==> config.mk <==
export PLATFORM = sky130hd
export DESIGN_NAME = tga_stream_decoder_unit
export DESIGN_NICKNAME = d
export VERILOG_FILES = /design/src/rtl/core/tgasd_pkg.sv /design/src/rtl/core/tga_stream_decoder_unit.sv /design/src/rtl/core/tgasd_in_stage.sv /design/src/rtl/core/tgasd_parser.sv /design/src/rtl/core/tgasd_out_stage.sv
export SDC_FILE = /design/constraint.sdc
export NUM_CORES = 1
export LEC_CHECK = 0
export BUFFER_PORTS_ARGS = -buffer_cell sky130_fd_sc_hd__buf_2
export CAP_MARGIN = 20
export CORE_ASPECT_RATIO = 0.9
export CORE_MARGIN = 2
export CORE_UTILIZATION = 58
export DETAILED_ROUTE_END_ITERATION = 16
export PLACE_DENSITY = 0.85
export REMOVE_ABC_BUFFERS = 1
export SETUP_SLACK_MARGIN = 0.2
export SLEW_MARGIN = 20
export SYNTH_ARGS = -nofsm -noshare
export SYNTH_HDL_FRONTEND = slang
export SYNTH_SLANG_ARGS = --single-unit
==> constraint.sdc <==
create_clock -name clk -period 7.35 [get_ports clk]
set_input_delay 1.47 -clock clk [delete_from_list [all_inputs] [get_ports clk]]
set_output_delay 1.47 -clock clk [all_outputs]
set_load 0.01 [all_outputs]
==> src/rtl/core/tgasd_pkg.sv <==
// Shared types and constants for the TGA stream decoder.
// Holds the item structs, result codes, header byte offsets and phase encoding.
`default_nettype none

package tgasd_pkg;

  // One input item: a file byte plus the start-of-file marker.
  typedef struct packed {
    logic [7:0] file_byte;
    logic       start_of_file;
  } tgasd_in_t;

  // One result item.
  typedef struct packed {
    logic [1:0]  kind;
    logic [7:0]  red;
    logic [7:0]  green;
    logic [7:0]  blue;
    logic [7:0]  alpha;
    logic [7:0]  repeat_res;
    logic [15:0] width;
    logic [15:0] height;
    logic [2:0]  pixel_channels;
    logic        flip_needed;
    logic [2:0]  error_code;
    logic        last;
  } tgasd_out_t;

  // Result kinds.
  localparam logic [1:0] KIND_PIXEL  = 2'd0;
  localparam logic [1:0] KIND_HEADER = 2'd1;
  localparam logic [1:0] KIND_ERROR  = 2'd2;

  // Error codes.
  localparam logic [2:0] ERR_NONE     = 3'd0;
  localparam logic [2:0] ERR_TYPE     = 3'd1;
  localparam logic [2:0] ERR_DEPTH    = 3'd2;
  localparam logic [2:0] ERR_SMALL    = 3'd3;
  localparam logic [2:0] ERR_OVERRUN  = 3'd4;

  // Header byte offsets.
  localparam logic [4:0] HDR_ID_LEN    = 5'd0;
  localparam logic [4:0] HDR_TYPE      = 5'd2;
  localparam logic [4:0] HDR_WIDTH_LO  = 5'd12;
  localparam logic [4:0] HDR_WIDTH_HI  = 5'd13;
  localparam logic [4:0] HDR_HEIGHT_LO = 5'd14;
  localparam logic [4:0] HDR_HEIGHT_HI = 5'd15;
  localparam logic [4:0] HDR_DEPTH     = 5'd16;
  localparam logic [4:0] HDR_DESC      = 5'd17;

  // Image types, depths and other header values.
  localparam logic [7:0] TYPE_MAPPED   = 8'd1;
  localparam logic [7:0] TYPE_TRUE     = 8'd2;
  localparam logic [7:0] TYPE_GRAY     = 8'd3;
  localparam logic [7:0] TYPE_RLE_TRUE = 8'd10;
  localparam logic [7:0] DEPTH_24      = 8'd24;
  localparam logic [7:0] DEPTH_32      = 8'd32;
  localparam logic [7:0] DESC_TOP_LEFT = 8'd32;
  localparam logic [7:0] ALPHA_RESET   = 8'd255;
  localparam logic [7:0] RLE_REPEAT_BIAS = 8'd127;

  // Parse phase, one-hot.
  typedef enum logic [3:0] {
    PH_HEADER = 4'b0001,
    PH_SKIP   = 4'b0010,
    PH_PIXELS = 4'b0100,
    PH_STOP   = 4'b1000
  } tgasd_phase_t;

endpackage

`default_nettype wire

==> src/rtl/core/tga_stream_decoder_unit.sv <==
// Top level of the TGA stream decoder: input register, parser, result register.
// Depends on tgasd_pkg, tgasd_in_stage, tgasd_parser and tgasd_out_stage.
`default_nettype none

// The decoder takes one file byte per cycle and gives at most one result per
// byte: a header result on header byte 17, an error result, or one pixel result
// per pixel (a repeat packet gives a single result with its repeat count).
// A result is loaded into the result register when the parser decodes its byte
// from the input register and the result register is free or being emptied;
// the one-byte decode between the input register and the result register sets
// the rate of one byte per clock, less only while the result register is stalled.
// A byte with start_of_file set restarts parsing as header byte 0.
// alpha_fill is written through cfg_wr_en/cfg_wr_data and resets to 255.
module tga_stream_decoder_unit
  import tgasd_pkg::*;
(
  input  wire logic       clk,
  input  wire logic       rst_n,
  input  wire logic       cfg_wr_en,
  input  wire logic [7:0] cfg_wr_data,
  input  wire logic       in_valid,
  output logic            in_ready,
  input  wire tgasd_in_t  in_data,
  output logic            out_valid,
  input  wire logic       out_ready,
  output tgasd_out_t      out_data
);

  logic       item_vld;
  tgasd_in_t  item;
  logic       step;
  logic       res_vld;
  tgasd_out_t res;

  tgasd_in_stage u_in_stage (
    .clk      (clk),
    .rst_n    (rst_n),
    .in_valid (in_valid),
    .in_ready (in_ready),
    .in_data  (in_data),
    .consume  (step),
    .item_vld (item_vld),
    .item     (item)
  );

  tgasd_parser u_parser (
    .clk         (clk),
    .rst_n       (rst_n),
    .cfg_wr_en   (cfg_wr_en),
    .cfg_wr_data (cfg_wr_data),
    .step        (step),
    .item        (item),
    .res_vld     (res_vld),
    .res         (res)
  );

  tgasd_out_stage u_out_stage (
    .clk       (clk),
    .rst_n     (rst_n),
    .item_vld  (item_vld),
    .res_vld   (res_vld),
    .res       (res),
    .step      (step),
    .out_valid (out_valid),
    .out_ready (out_ready),
    .out_data  (out_data)
  );

endmodule

`default_nettype wire

==> src/rtl/core/tgasd_in_stage.sv <==
// Input register of the TGA stream decoder.
// Holds one accepted item until the parser consumes it; uses tgasd_pkg.
`default_nettype none

module tgasd_in_stage
  import tgasd_pkg::*;
(
  input  wire logic      clk,
  input  wire logic      rst_n,
  input  wire logic      in_valid,
  output logic           in_ready,
  input  wire tgasd_in_t in_data,
  input  wire logic      consume,
  output logic           item_vld,
  output tgasd_in_t      item
);

  logic      vld_r, vld_nxt;
  tgasd_in_t data_r;
  logic      take;

  // A new item can enter while the held one leaves in the same cycle.
  assign in_ready = !vld_r || consume;
  assign take     = in_valid && in_ready;

  always_comb begin
    vld_nxt = vld_r;
    if (take) begin
      vld_nxt = 1'b1;
    end else if (consume) begin
      vld_nxt = 1'b0;
    end
  end

  always_ff @(posedge clk) begin
    if (!rst_n) begin
      vld_r <= 1'b0;
    end else begin
      vld_r <= vld_nxt;
    end
  end

  always_ff @(posedge clk) begin
    if (take) begin
      data_r <= in_data;
    end
  end

  assign item_vld = vld_r;
  assign item     = data_r;

endmodule

`default_nettype wire

==> src/rtl/core/tgasd_parser.sv <==
// Parse state and per-byte decode of the TGA stream decoder.
// Holds the header fields, pixel counters and color bytes; uses tgasd_pkg.
`default_nettype none

module tgasd_parser
  import tgasd_pkg::*;
(
  input  wire logic      clk,
  input  wire logic      rst_n,
  input  wire logic      cfg_wr_en,
  input  wire logic [7:0] cfg_wr_data,
  input  wire logic      step,
  input  wire tgasd_in_t item,
  output logic           res_vld,
  output tgasd_out_t     res
);

  logic [7:0]   alpha_fill_r;
  tgasd_phase_t phase_r, phase_nxt, ph;
  logic [4:0]   hidx_r, hidx_nxt, hidx;
  logic [7:0]   skip_r, skip_nxt, skip;
  logic [7:0]   type_r, type_nxt, img_type;
  logic [15:0]  width_r, width_nxt, wid;
  logic [15:0]  height_r, height_nxt, hgt;
  logic [2:0]   bpp_r, bpp_nxt, bpp;
  logic [31:0]  pix_left_r, pix_left_nxt, pix_left;
  logic [7:0]   pkt_left_r, pkt_left_nxt, pkt_left;
  logic         pkt_rep_r, pkt_rep_nxt, pkt_rep;
  logic [1:0]   bip_r, bip_nxt, bip;
  logic [7:0]   color_r [3];
  logic [7:0]   color_nxt [3];

  logic [7:0]   b;
  logic         sof;
  logic         rle;
  logic [7:0]   run;
  logic [7:0]   pkt_dec;
  logic [31:0]  pix_after;
  logic [1:0]   cidx;
  logic [2:0]   bip_inc;

  assign b   = item.file_byte;
  assign sof = item.start_of_file;

  // Start of file clears the parse state before this byte is handled.
  always_comb begin
    ph       = sof ? PH_HEADER : phase_r;
    hidx     = sof ? '0 : hidx_r;
    skip     = sof ? '0 : skip_r;
    img_type = sof ? '0 : type_r;
    wid      = sof ? '0 : width_r;
    hgt      = sof ? '0 : height_r;
    bpp      = sof ? '0 : bpp_r;
    pix_left = sof ? '0 : pix_left_r;
    pkt_left = sof ? '0 : pkt_left_r;
    pkt_rep  = sof ? 1'b0 : pkt_rep_r;
    bip      = sof ? '0 : bip_r;
  end

  always_comb begin
    phase_nxt    = ph;
    hidx_nxt     = hidx;
    skip_nxt     = skip;
    type_nxt     = img_type;
    width_nxt    = wid;
    height_nxt   = hgt;
    bpp_nxt      = bpp;
    pix_left_nxt = pix_left;
    pkt_left_nxt = pkt_left;
    pkt_rep_nxt  = pkt_rep;
    bip_nxt      = bip;
    color_nxt    = color_r;
    res_vld      = 1'b0;
    res          = '0;
    rle          = (img_type == TYPE_RLE_TRUE);
    run          = 8'd1;
    pkt_dec      = pkt_left - 8'd1;
    pix_after    = pix_left;
    cidx         = (bip == 2'd3) ? 2'd0 : bip;
    bip_inc      = {1'b0, bip} + 3'd1;

    case (ph)
      PH_HEADER: begin
        hidx_nxt = hidx + 5'd1;
        case (hidx)
          HDR_ID_LEN: begin
            skip_nxt = b;
          end
          HDR_TYPE: begin
            type_nxt = b;
            if (b != TYPE_MAPPED && b != TYPE_TRUE && b != TYPE_GRAY &&
                b != TYPE_RLE_TRUE) begin
              res_vld        = 1'b1;
              res.kind       = KIND_ERROR;
              res.error_code = ERR_TYPE;
              phase_nxt      = PH_STOP;
            end
          end
          HDR_WIDTH_LO:  width_nxt[7:0]   = b;
          HDR_WIDTH_HI:  width_nxt[15:8]  = b;
          HDR_HEIGHT_LO: height_nxt[7:0]  = b;
          HDR_HEIGHT_HI: height_nxt[15:8] = b;
          HDR_DEPTH: begin
            if (b != DEPTH_24 && b != DEPTH_32) begin
              res_vld        = 1'b1;
              res.kind       = KIND_ERROR;
              res.error_code = ERR_DEPTH;
              phase_nxt      = PH_STOP;
            end else begin
              // Depth divided by eight: 24 gives 3, 32 gives 4.
              bpp_nxt = b[5:3];
            end
          end
          HDR_DESC: begin
            res_vld = 1'b1;
            if (wid < 16'd2 || hgt < 16'd2) begin
              res.kind       = KIND_ERROR;
              res.error_code = ERR_SMALL;
              phase_nxt      = PH_STOP;
            end else begin
              pix_left_nxt       = {16'd0, wid} * {16'd0, hgt};
              pkt_left_nxt       = '0;
              bip_nxt            = '0;
              phase_nxt          = (skip != 8'd0) ? PH_SKIP : PH_PIXELS;
              res.kind           = KIND_HEADER;
              res.width          = wid;
              res.height         = hgt;
              res.pixel_channels = bpp;
              res.flip_needed    = (b == DESC_TOP_LEFT);
            end
          end
          default: ;
        endcase
      end

      PH_SKIP: begin
        skip_nxt = skip - 8'd1;
        if (skip_nxt == 8'd0) begin
          phase_nxt = PH_PIXELS;
        end
      end

      PH_PIXELS: begin
        if (bpp != 3'd3 && bpp != 3'd4) begin
          phase_nxt = PH_STOP;
        end else if (rle && pkt_left == 8'd0) begin
          // Packet header byte: top bit set means one repeated pixel.
          if (!b[7]) begin
            pkt_left_nxt = b + 8'd1;
            pkt_rep_nxt  = 1'b0;
          end else begin
            pkt_left_nxt = b - RLE_REPEAT_BIAS;
            pkt_rep_nxt  = 1'b1;
          end
          bip_nxt = '0;
        end else if (bip_inc < bpp) begin
          color_nxt[cidx] = b;
          bip_nxt         = bip_inc[1:0];
        end else begin
          bip_nxt = '0;
          res_vld = 1'b1;
          if (bpp == 3'd3) begin
            color_nxt[2] = b;
            res.alpha    = alpha_fill_r;
            res.red      = b;
          end else begin
            res.alpha    = b;
            res.red      = color_r[2];
          end
          res.green = color_r[1];
          res.blue  = color_r[0];
          if (rle && pkt_rep) begin
            run = pkt_left;
            if ({24'd0, pkt_left} > pix_left) begin
              run            = pix_left[7:0];
              res.error_code = ERR_OVERRUN;
            end
            pkt_left_nxt = '0;
          end else if (rle) begin
            pkt_left_nxt = pkt_dec;
            if (pix_left == 32'd1 && pkt_dec != 8'd0) begin
              res.error_code = ERR_OVERRUN;
            end
          end
          pix_after      = pix_left - {24'd0, run};
          pix_left_nxt   = pix_after;
          res.kind       = KIND_PIXEL;
          res.repeat_res = run;
          if (pix_after == 32'd0) begin
            res.last  = 1'b1;
            phase_nxt = PH_STOP;
          end
        end
      end

      PH_STOP: ;

      default: phase_nxt = PH_STOP;
    endcase
  end

  always_ff @(posedge clk) begin
    if (!rst_n) begin
      alpha_fill_r <= ALPHA_RESET;
    end else if (cfg_wr_en) begin
      alpha_fill_r <= cfg_wr_data;
    end
  end

  always_ff @(posedge clk) begin
    if (!rst_n) begin
      phase_r    <= PH_HEADER;
      hidx_r     <= '0;
      skip_r     <= '0;
      type_r     <= '0;
      width_r    <= '0;
      height_r   <= '0;
      bpp_r      <= '0;
      pix_left_r <= '0;
      pkt_left_r <= '0;
      pkt_rep_r  <= 1'b0;
      bip_r      <= '0;
    end else if (step) begin
      phase_r    <= phase_nxt;
      hidx_r     <= hidx_nxt;
      skip_r     <= skip_nxt;
      type_r     <= type_nxt;
      width_r    <= width_nxt;
      height_r   <= height_nxt;
      bpp_r      <= bpp_nxt;
      pix_left_r <= pix_left_nxt;
      pkt_left_r <= pkt_left_nxt;
      pkt_rep_r  <= pkt_rep_nxt;
      bip_r      <= bip_nxt;
    end
  end

  // Color bytes are always written before they are read.
  always_ff @(posedge clk) begin
    if (step) begin
      color_r <= color_nxt;
    end
  end

endmodule

`default_nettype wire

==> src/rtl/core/tgasd_out_stage.sv <==
// Result register of the TGA stream decoder.
// Holds one result until the consumer takes it; uses tgasd_pkg.
`default_nettype none

module tgasd_out_stage
  import tgasd_pkg::*;
(
  input  wire logic       clk,
  input  wire logic       rst_n,
  input  wire logic       item_vld,
  input  wire logic       res_vld,
  input  wire tgasd_out_t res,
  output logic            step,
  output logic            out_valid,
  input  wire logic       out_ready,
  output tgasd_out_t      out_data
);

  logic       vld_r, vld_nxt;
  tgasd_out_t data_r;
  logic       load;

  // The parser advances when an item is held and the register is free or being emptied.
  assign step = item_vld && (!vld_r || out_ready);
  assign load = step && res_vld;

  always_comb begin
    vld_nxt = vld_r;
    if (load) begin
      vld_nxt = 1'b1;
    end else if (out_ready) begin
      vld_nxt = 1'b0;
    end
  end

  always_ff @(posedge clk) begin
    if (!rst_n) begin
      vld_r <= 1'b0;
    end else begin
      vld_r <= vld_nxt;
    end
  end

  always_ff @(posedge clk) begin
    if (load) begin
      data_r <= res;
    end
  end

  assign out_valid = vld_r;
  assign out_data  = data_r;

endmodule

`default_nettype wire
==> results of run 1 <==
[final timing paths]
path                                            to  slack [ns]
min reg2reg  u_parser.alpha_fill_r[1]$_SDFFE_PN1P_        0.47
min          u_parser.alpha_fill_r[1]$_SDFFE_PN1P_        0.47
max reg2reg   u_parser.pix_left_r[28]$_SDFFE_PN0P_        0.42
max           u_parser.pix_left_r[28]$_SDFFE_PN0P_        0.42
[per-stage QoR]
step	util, %	TNS (ns)	area [um2]	std cells	hold WS (ns)
final	63.7	0	22900	2916	0.470
after global routing	63.7	0	22900	2916	0.491
after CTS	63.6	0	22900	2914	0.474
after global placement	61.2	0	22000	2866	0.455
after detailed placement	61.2	0	22000	2866	0.459
after floorplan	-	-211.52	20400	2236	0.440
[repair_timing]
action | 4_1_cts | 5_1_grt
endpoints found under the setup margin | 0 | 7
buffers inserted | 0 | 2
gates resized for setup | 0 | 2
hold endpoints to repair | 0 | 0
[sequential cells by signal, summed over array words and instances (netlist names)]
name and count:
u_out_stage.out_data 82, u_parser.pix_left_r 32, u_parser.color_r 24, u_parser.height_r 16
u_parser.width_r 16, u_in_stage.item 9, u_parser.alpha_fill_r 8, u_parser.pkt_left_r 8
u_parser.skip_r 8, u_parser.type_r 8, u_parser.hidx_r 5, u_parser.phase_r 4
u_parser.bpp_r 3, u_parser.bip_r 2, u_in_stage.item_vld 1, u_out_stage.out_valid 1
u_parser.pkt_rep_r 1
[final cells by class]
class                   count  share of cell area [%]
clock inverters            17                   0.957
flip-flops and latches    228                    25.0
clock buffers              31                    2.93
repair buffers            156                    3.97
inverters                 274                    4.50
multi-input cells        1734                    60.1
well taps                 476                    2.60
[cell families after synthesis]
kind of cell / after synthesis / share of synthesized area [%]
AOI/OAI and AO/OA: 451 / 14.3
xor gates and xnor gates: 39 / 1.63
adders and majority gates: 332 / 26.7
buffers and inverters: 421 / 7.63
DFF: 228 / 27.2
muxes: 22 / 1.05
and+or+nand+nor: 890 / 21.5
[worst reg2reg max path: stages (launching register included)]
cell	delay, ns
dfxtp_1	0.99
nand2_1	0.19
fa_1	0.58
inv_1	0.05
fa_1	0.43
fa_1	0.51
inv_1	0.06
fa_1	0.54
inv_1	0.06
fa_1	0.50
fa_1	0.50
ha_1	0.42
a22o_1	0.23
nor4_1	0.24
o21ai_1	0.16
a221o_1	0.38
a41o_1	0.36
a21oi_1	0.25
mux2i_1	0.22
o221a_2	0.19
[where the power goes]
group          switching [W]  internal (W)  total [W]
Combinational       0.000179     0.0000945   0.000274
Sequential         0.0000406       0.00135    0.00139
Clock               0.000575      0.000796    0.00137
[per-layer routing]
metal	vias up	wire length [um]	track usage, %
li1	8070	-	-
met1	8677	23700	43.1
met2	1026	27600	51.5
met3	179	6090	6.28
met4	0	2020	11.0
met5	-	0	0
[cell usage in the layout, fill, tap and decap left out, types with 7 or more instances in the layout]
cell       instances
nand2_1          343
inv_1            273
fa_1             195
and2_1           147
ha_1             137
edfxtp_1         115
dfxtp_1          113
o21ai_0          108
buf_2            105
nor2_1            97
nor2b_1           94
a21oi_1           89
a22oi_1           58
buf_4             51
nor3_1            48
clkbuf_16         26
a21o_1            24
nor4_1            23
nand3_1           22
and3_1            21
xnor2_1           21
mux2i_1           21
nand2b_1          19
xor2_1            18
a31oi_1           17
o21a_1            16
nand4_1           14
o22ai_1           11
o211ai_1          10
a22o_1            10
a21boi_0          10
a211oi_1           9
o211a_1            9
or3_1              8
a41oi_1            7
o31ai_1            7
==> reports/results.ini, run 1 <==
[outcome]
outcome = finished, final reports clean

[layout]
nFillCells = 2910
multiInputGateArea_mm2 = 0.0137
antenna_cells = 0
nets = 2774
regArea_mm2 = 0.00572
syn2layout_area_growth_pct = 8.86
drive_gt1_share_pct = 9.67

[clock_tree]
holdBufCountCts = 0
clk_pin_slew_ns = 0.06
htreeDepth = 1
clock_latency_ns = 0.58
cts-buffers-inserted = 26
root_buffer = clkbuf_16
cts_tree = yes
cts.path.max_buffers = 3
clock_sink_count = 228

[critical_path]
path_cells = nand2_1 -> fa_1 -> inv_1 -> fa_1 -> fa_1 -> inv_1 -> fa_1 -> inv_1 -> fa_1 -> fa_1 -> ha_1 -> a22o_1 -> nor4_1 -> o21ai_1 -> a221o_1 -> a41o_1 -> a21oi_1 -> mux2i_1 -> o221a_2
crit_slowest_cell = dfxtp_1
cp_max_fo = 19
cp.required_ns = 7.87
ff2ff_path_depth = 19
crit_arrival_ns = 7.44
path_common_cell = fa_1
crit_path_end_kind = register
slowest_delay_ns = 0.99
cp-startpoint = u_parser.height_r[7]$_SDFFE_PN0P_
path_depth = 19
crit_type = register to register
crit_buf_inv = 3
cp_top_family = adder cells
r2r_start = u_parser.height_r[7]$_SDFFE_PN0P_
cp-start-kind = register

[placement]
io_buffers = 105
dp_hpwl_um = 44000
place.gp.congestion = 0.972
dpl_worst_slack_ns = 0.360

[synthesis]
ys_async_sr_fraction_pct = 0
ys.warnings.count = 0
synth_top_area_share_pct = 18.6
ys_types = 89
synth_top_cell_by_area = fa_1
avgSynthCellArea_um2 = 8.82
synth_edf_count = 115
synth_commonest_cells = 343 x nand2_1, 273 x inv_1, 195 x fa_1, 148 x and2_1, 137 x ha_1
synth_area_leaders = fa_1 19%, edfxtp_1 16%, dfxtp_1 11%
synth-seq-cells = 228
ys_seq_area_share_pct = 27.2
netlist_area_mm2 = 0.0210
synth_most_common_cell = nand2_1
synth_ff_type = edfxtp_1
syn_inst = 2383

[drt]
drc = 0
totalWireLength_um = 59400
vias_per_cell = 6.16
drtPass1Iterations = 6
vias = 18000
drt_iter0_drc = 1833
wl_per_cell_um = 20.4
ant_nets = 0

[floorplanning]
design.core.area_mm2 = 0.0359
die_h_um = 185
boundaryPins = 106
die_area_mm2 = 0.0378
core.rowCount = 66
die_w_um = 205
initial_core_util_pct = 58.5

[job]
maxCapViolCount = 0

[sta]
tightestPinTransition_ns = 1.13
hold_viol_final = 0
clock_skew_ns = 0.0122
setup_slack_ns = 0.423
relSlewSlack_pct = 24.1
drv_slew = 0
finalSetupViolCount = 0
fin_crit_ns = 6.93
finalCritPeriodShare_pct = 94.2
max_freq_ghz = 0.144
rsz0062_at_grt = no

[global_routing]
grt_pass1_wl_um = 95500
overflow = 0
grtUsageTotal_pct = 32.0
grt_start_max_net_pins = 115
antenna_found_initial = 0
grt_pass1_vias = 18000

[min_path]
hold_path_class = register to register
min-delay-start = u_parser.alpha_fill_r[1]$_SDFFE_PN1P_
hold_depth = 2

[pwr]
power_w = 0.00304
peakVddDrop_v = 0.000201
p_per_area_mw_per_mm2 = 133
cellLeakagePower_nw = 9.71

Power figures use the tool's default switching activity.
==> inputs of run 2 (changes only) <==
--- a/config.mk
+++ b/config.mk
@@ -9,9 +9,10 @@
 export CAP_MARGIN = 20
 export CORE_ASPECT_RATIO = 0.9
 export CORE_MARGIN = 2
-export CORE_UTILIZATION = 58
+export CORE_UTILIZATION = 29
 export DETAILED_ROUTE_END_ITERATION = 16
-export PLACE_DENSITY = 0.85
+export HOLD_SLACK_MARGIN = 0.12
+export PLACE_DENSITY = 0.51
 export REMOVE_ABC_BUFFERS = 1
 export SETUP_SLACK_MARGIN = 0.2
 export SLEW_MARGIN = 20
==> run 2 against run 1 <==
Die area grew 98%. Flip-flop and latch count is the same. Critical path depth grew 3. Cell area grew 3.9%. Power grew 7.8%. Sequential share of layout area shrank 0.94 points. Register-to-register slack gained 0.12 ns. Clock skew grew 0.022 ns. Worst hold slack gained 0.0028 ns.
==> reports/results.ini, run 2 (synthesized netlist as in run 1, its figures left out) <==
[critical_path]
crit_arrival_ns = 7.34  ; was 7.44 ns
crit_path_end_kind = register  ; unchanged
cp-startpoint = u_in_stage.item[0]$_DFFE_PP_  ; was u_parser.height_r[7]$_SDFFE_PN0P_
cp.required_ns = 7.88  ; was 7.87 ns
cp-start-kind = register  ; unchanged
reg2reg_setup_slack_ns = 0.54  ; was 0.42 ns
ff2ff_path_depth = 22  ; was 19
r2r-end = u_parser.pix_left_r[28]$_SDFFE_PN0P_  ; unchanged
crit_type = register to register  ; unchanged
r2r_start = u_in_stage.item[0]$_DFFE_PP_  ; was u_parser.height_r[7]$_SDFFE_PN0P_
cp_max_fo = 17  ; was 19
crit_path_end = u_parser.pix_left_r[28]$_SDFFE_PN0P_  ; unchanged

[floorplanning]
design.core.area_mm2 = 0.0717  ; was 0.0359 mm2
die_w_um = 288  ; was 205 um
core.rowCount = 93  ; was 66
initial_core_util_pct = 29.3  ; was 58.5%
die_area_mm2 = 0.0746  ; was 0.0378 mm2
boundaryPins = 106  ; unchanged
die_h_um = 259  ; was 185 um

[drt]
drc = 0  ; unchanged
wl_per_cell_um = 18.9  ; was 20.4 um
vias = 17300  ; was 18000
drtPass1Iterations = 5  ; was 6
totalWireLength_um = 64600  ; was 59400 um
drt_iter0_drc = 1281  ; was 1833
ant_nets = 0  ; unchanged
vias_per_cell = 5.06  ; was 6.16

[placement]
io_buffers = 105  ; unchanged
placed_cell_area_mm2 = 0.0227  ; was 0.0220 mm2
dp_hpwl_um = 48000  ; was 44000 um
place.gp.congestion = 0.894  ; was 0.972

[sta]
clock_skew_ns = 0.0344  ; was 0.0122 ns
fin_crit_ns = 6.81  ; was 6.93 ns
tightestPinTransition_ns = 1.11  ; was 1.13 ns
max_freq_ghz = 0.147  ; was 0.144 GHz
hold_viol_final = 0  ; unchanged
relSlewSlack_pct = 26.3  ; was 24.1%
drv_slew = 0  ; unchanged
rsz0062_at_grt = no  ; unchanged
holdWs_ns = 0.473  ; was 0.470 ns
finalCritPeriodShare_pct = 92.6  ; was 94.2%
finalSetupViolCount = 0  ; unchanged

[layout]
fin_area_mm2 = 0.0238  ; was 0.0229 mm2
drive_gt1_share_pct = 10.4  ; was 9.67%
nets = 2788  ; was 2774
mostFrequentLayoutCells = 343 x nand2_1, 273 x inv_1, 195 x fa_1  ; unchanged
largest_register_ffs = 82  ; unchanged
final_common_cell = nand2_1  ; unchanged
syn2layout_area_growth_pct = 13.1  ; was 8.86%

[global_routing]
antenna_found_initial = 0  ; unchanged
grtUsageTotal_pct = 17.4  ; was 32.0%
grt_start_max_net_pins = 63  ; was 115
grt_pass1_vias = 17700  ; was 18000
overflow = 0  ; unchanged
grt_pass1_wl_um = 103000  ; was 95500 um

[job]
maxCapViolCount = 0  ; unchanged

[clock_tree]
holdBufCountCts = 0  ; unchanged
clock_sink_count = 228  ; unchanged
clk_pin_slew_ns = 0.06  ; about the same
cts-buffers-inserted = 30  ; was 26
cts_tree = yes  ; unchanged
root_buffer = clkbuf_16  ; unchanged
clock_latency_ns = 0.61  ; was 0.58 ns
cts.path.max_buffers = 3  ; unchanged
htreeDepth = 1  ; unchanged

[pwr]
p_per_area_mw_per_mm2 = 138  ; was 133 mW/mm2
cellLeakagePower_nw = 9.88  ; was 9.71 nW
peakVddDrop_v = 0.000154  ; was 0.000201 V

[min_path]
hold_path_class = register to register  ; unchanged

[outcome]
outcome = finished, final reports clean  ; unchanged

[run 2: per-layer routing]
| layer | track usage [%] | wire length [um] | up-vias |
|---|---|---|---|
| li1 | - | - | 8116 |
| met1 | 24.9 | 30800 | 8622 |
| met2 | 28.1 | 29400 | 434 |
| met3 | 2.25 | 3080 | 87 |
| met4 | 3.64 | 1310 | 0 |
| met5 | 0 | 0 | - |
[run 2: critical path: stages (launching register included)]
cell and delay (ns):
edfxtp_1 0.42, buf_12 0.18, nor2b_1 0.16, buf_4 0.21, nand2_1 0.10, fa_1 0.54, inv_1 0.06, fa_1 0.50
fa_1 0.51, inv_1 0.06, fa_1 0.54, inv_1 0.06, fa_1 0.50, fa_1 0.50, ha_1 0.41, a22o_1 0.23
nor4_1 0.23, o21ai_1 0.18, a221o_1 0.37, a41o_1 0.35, a21oi_1 0.23, mux2i_1 0.22, o221a_2 0.20
[run 2: where the power goes]
group | internal [W] | switching, W | leakage [nW] | total (W)
Clock | 0.000965 | 0.000631 | 0.524 | 0.00160
Sequential | 0.00135 | 0.0000336 | 1.77 | 0.00138
Combinational | 0.0000976 | 0.000194 | 7.58 | 0.000292
[run 2: cell type report]
class,instances,area (um2)
timing repair buffer,166,1020
sequential,228,5720
clock inverter,20,275
fill,7565,47900
multi-input combinational,1734,13700
clock buffer,36,805
inverter,274,1030
antenna,1,2.50
tap,950,1190
[run 2: how the worst min path moves through the flow]
stage / from / end / slack (ns) / depth (start not counted)
finish: u_parser.alpha_fill_r[7]$_SDFFE_PN1P_ / u_parser.alpha_fill_r[7]$_SDFFE_PN1P_ / 0.47 / 2
global route: u_parser.alpha_fill_r[4]$_SDFFE_PN1P_ / u_parser.alpha_fill_r[4]$_SDFFE_PN1P_ / 0.50 / 2
CTS: u_parser.alpha_fill_r[1]$_SDFFE_PN1P_ / u_parser.alpha_fill_r[1]$_SDFFE_PN1P_ / 0.48 / 2
detailed placement: u_parser.alpha_fill_r[1]$_SDFFE_PN1P_ / u_parser.alpha_fill_r[1]$_SDFFE_PN1P_ / 0.46 / 2
global placement: u_parser.alpha_fill_r[7]$_SDFFE_PN1P_ / u_parser.alpha_fill_r[7]$_SDFFE_PN1P_ / 0.46 / 2
floorplan: u_parser.alpha_fill_r[0]$_SDFFE_PN1P_ / u_parser.alpha_fill_r[0]$_SDFFE_PN1P_ / 0.44 / 2
[run 2: repair_timing]
action / in CTS / in global routing
buffers inserted: 0 / 1
resized for setup: 0 / 4
setup endpoints to repair: 0 / 8
[run 2: stage by stage]
stage	setup slack [ns]	instances	util (%)	setup TNS (ns)	total power, W
after floorplan	-2.48	2236	-	-211.52	0.00158
after global placement	0.461	3351	31.6	0	0.00170
after detailed placement	0.309	3351	31.6	0	0.00170
after CTS	0.265	3407	33.1	0	0.00331
after global routing	0.197	3408	33.2	0	0.00339
final	0.542	3409	33.2	0	0.00327
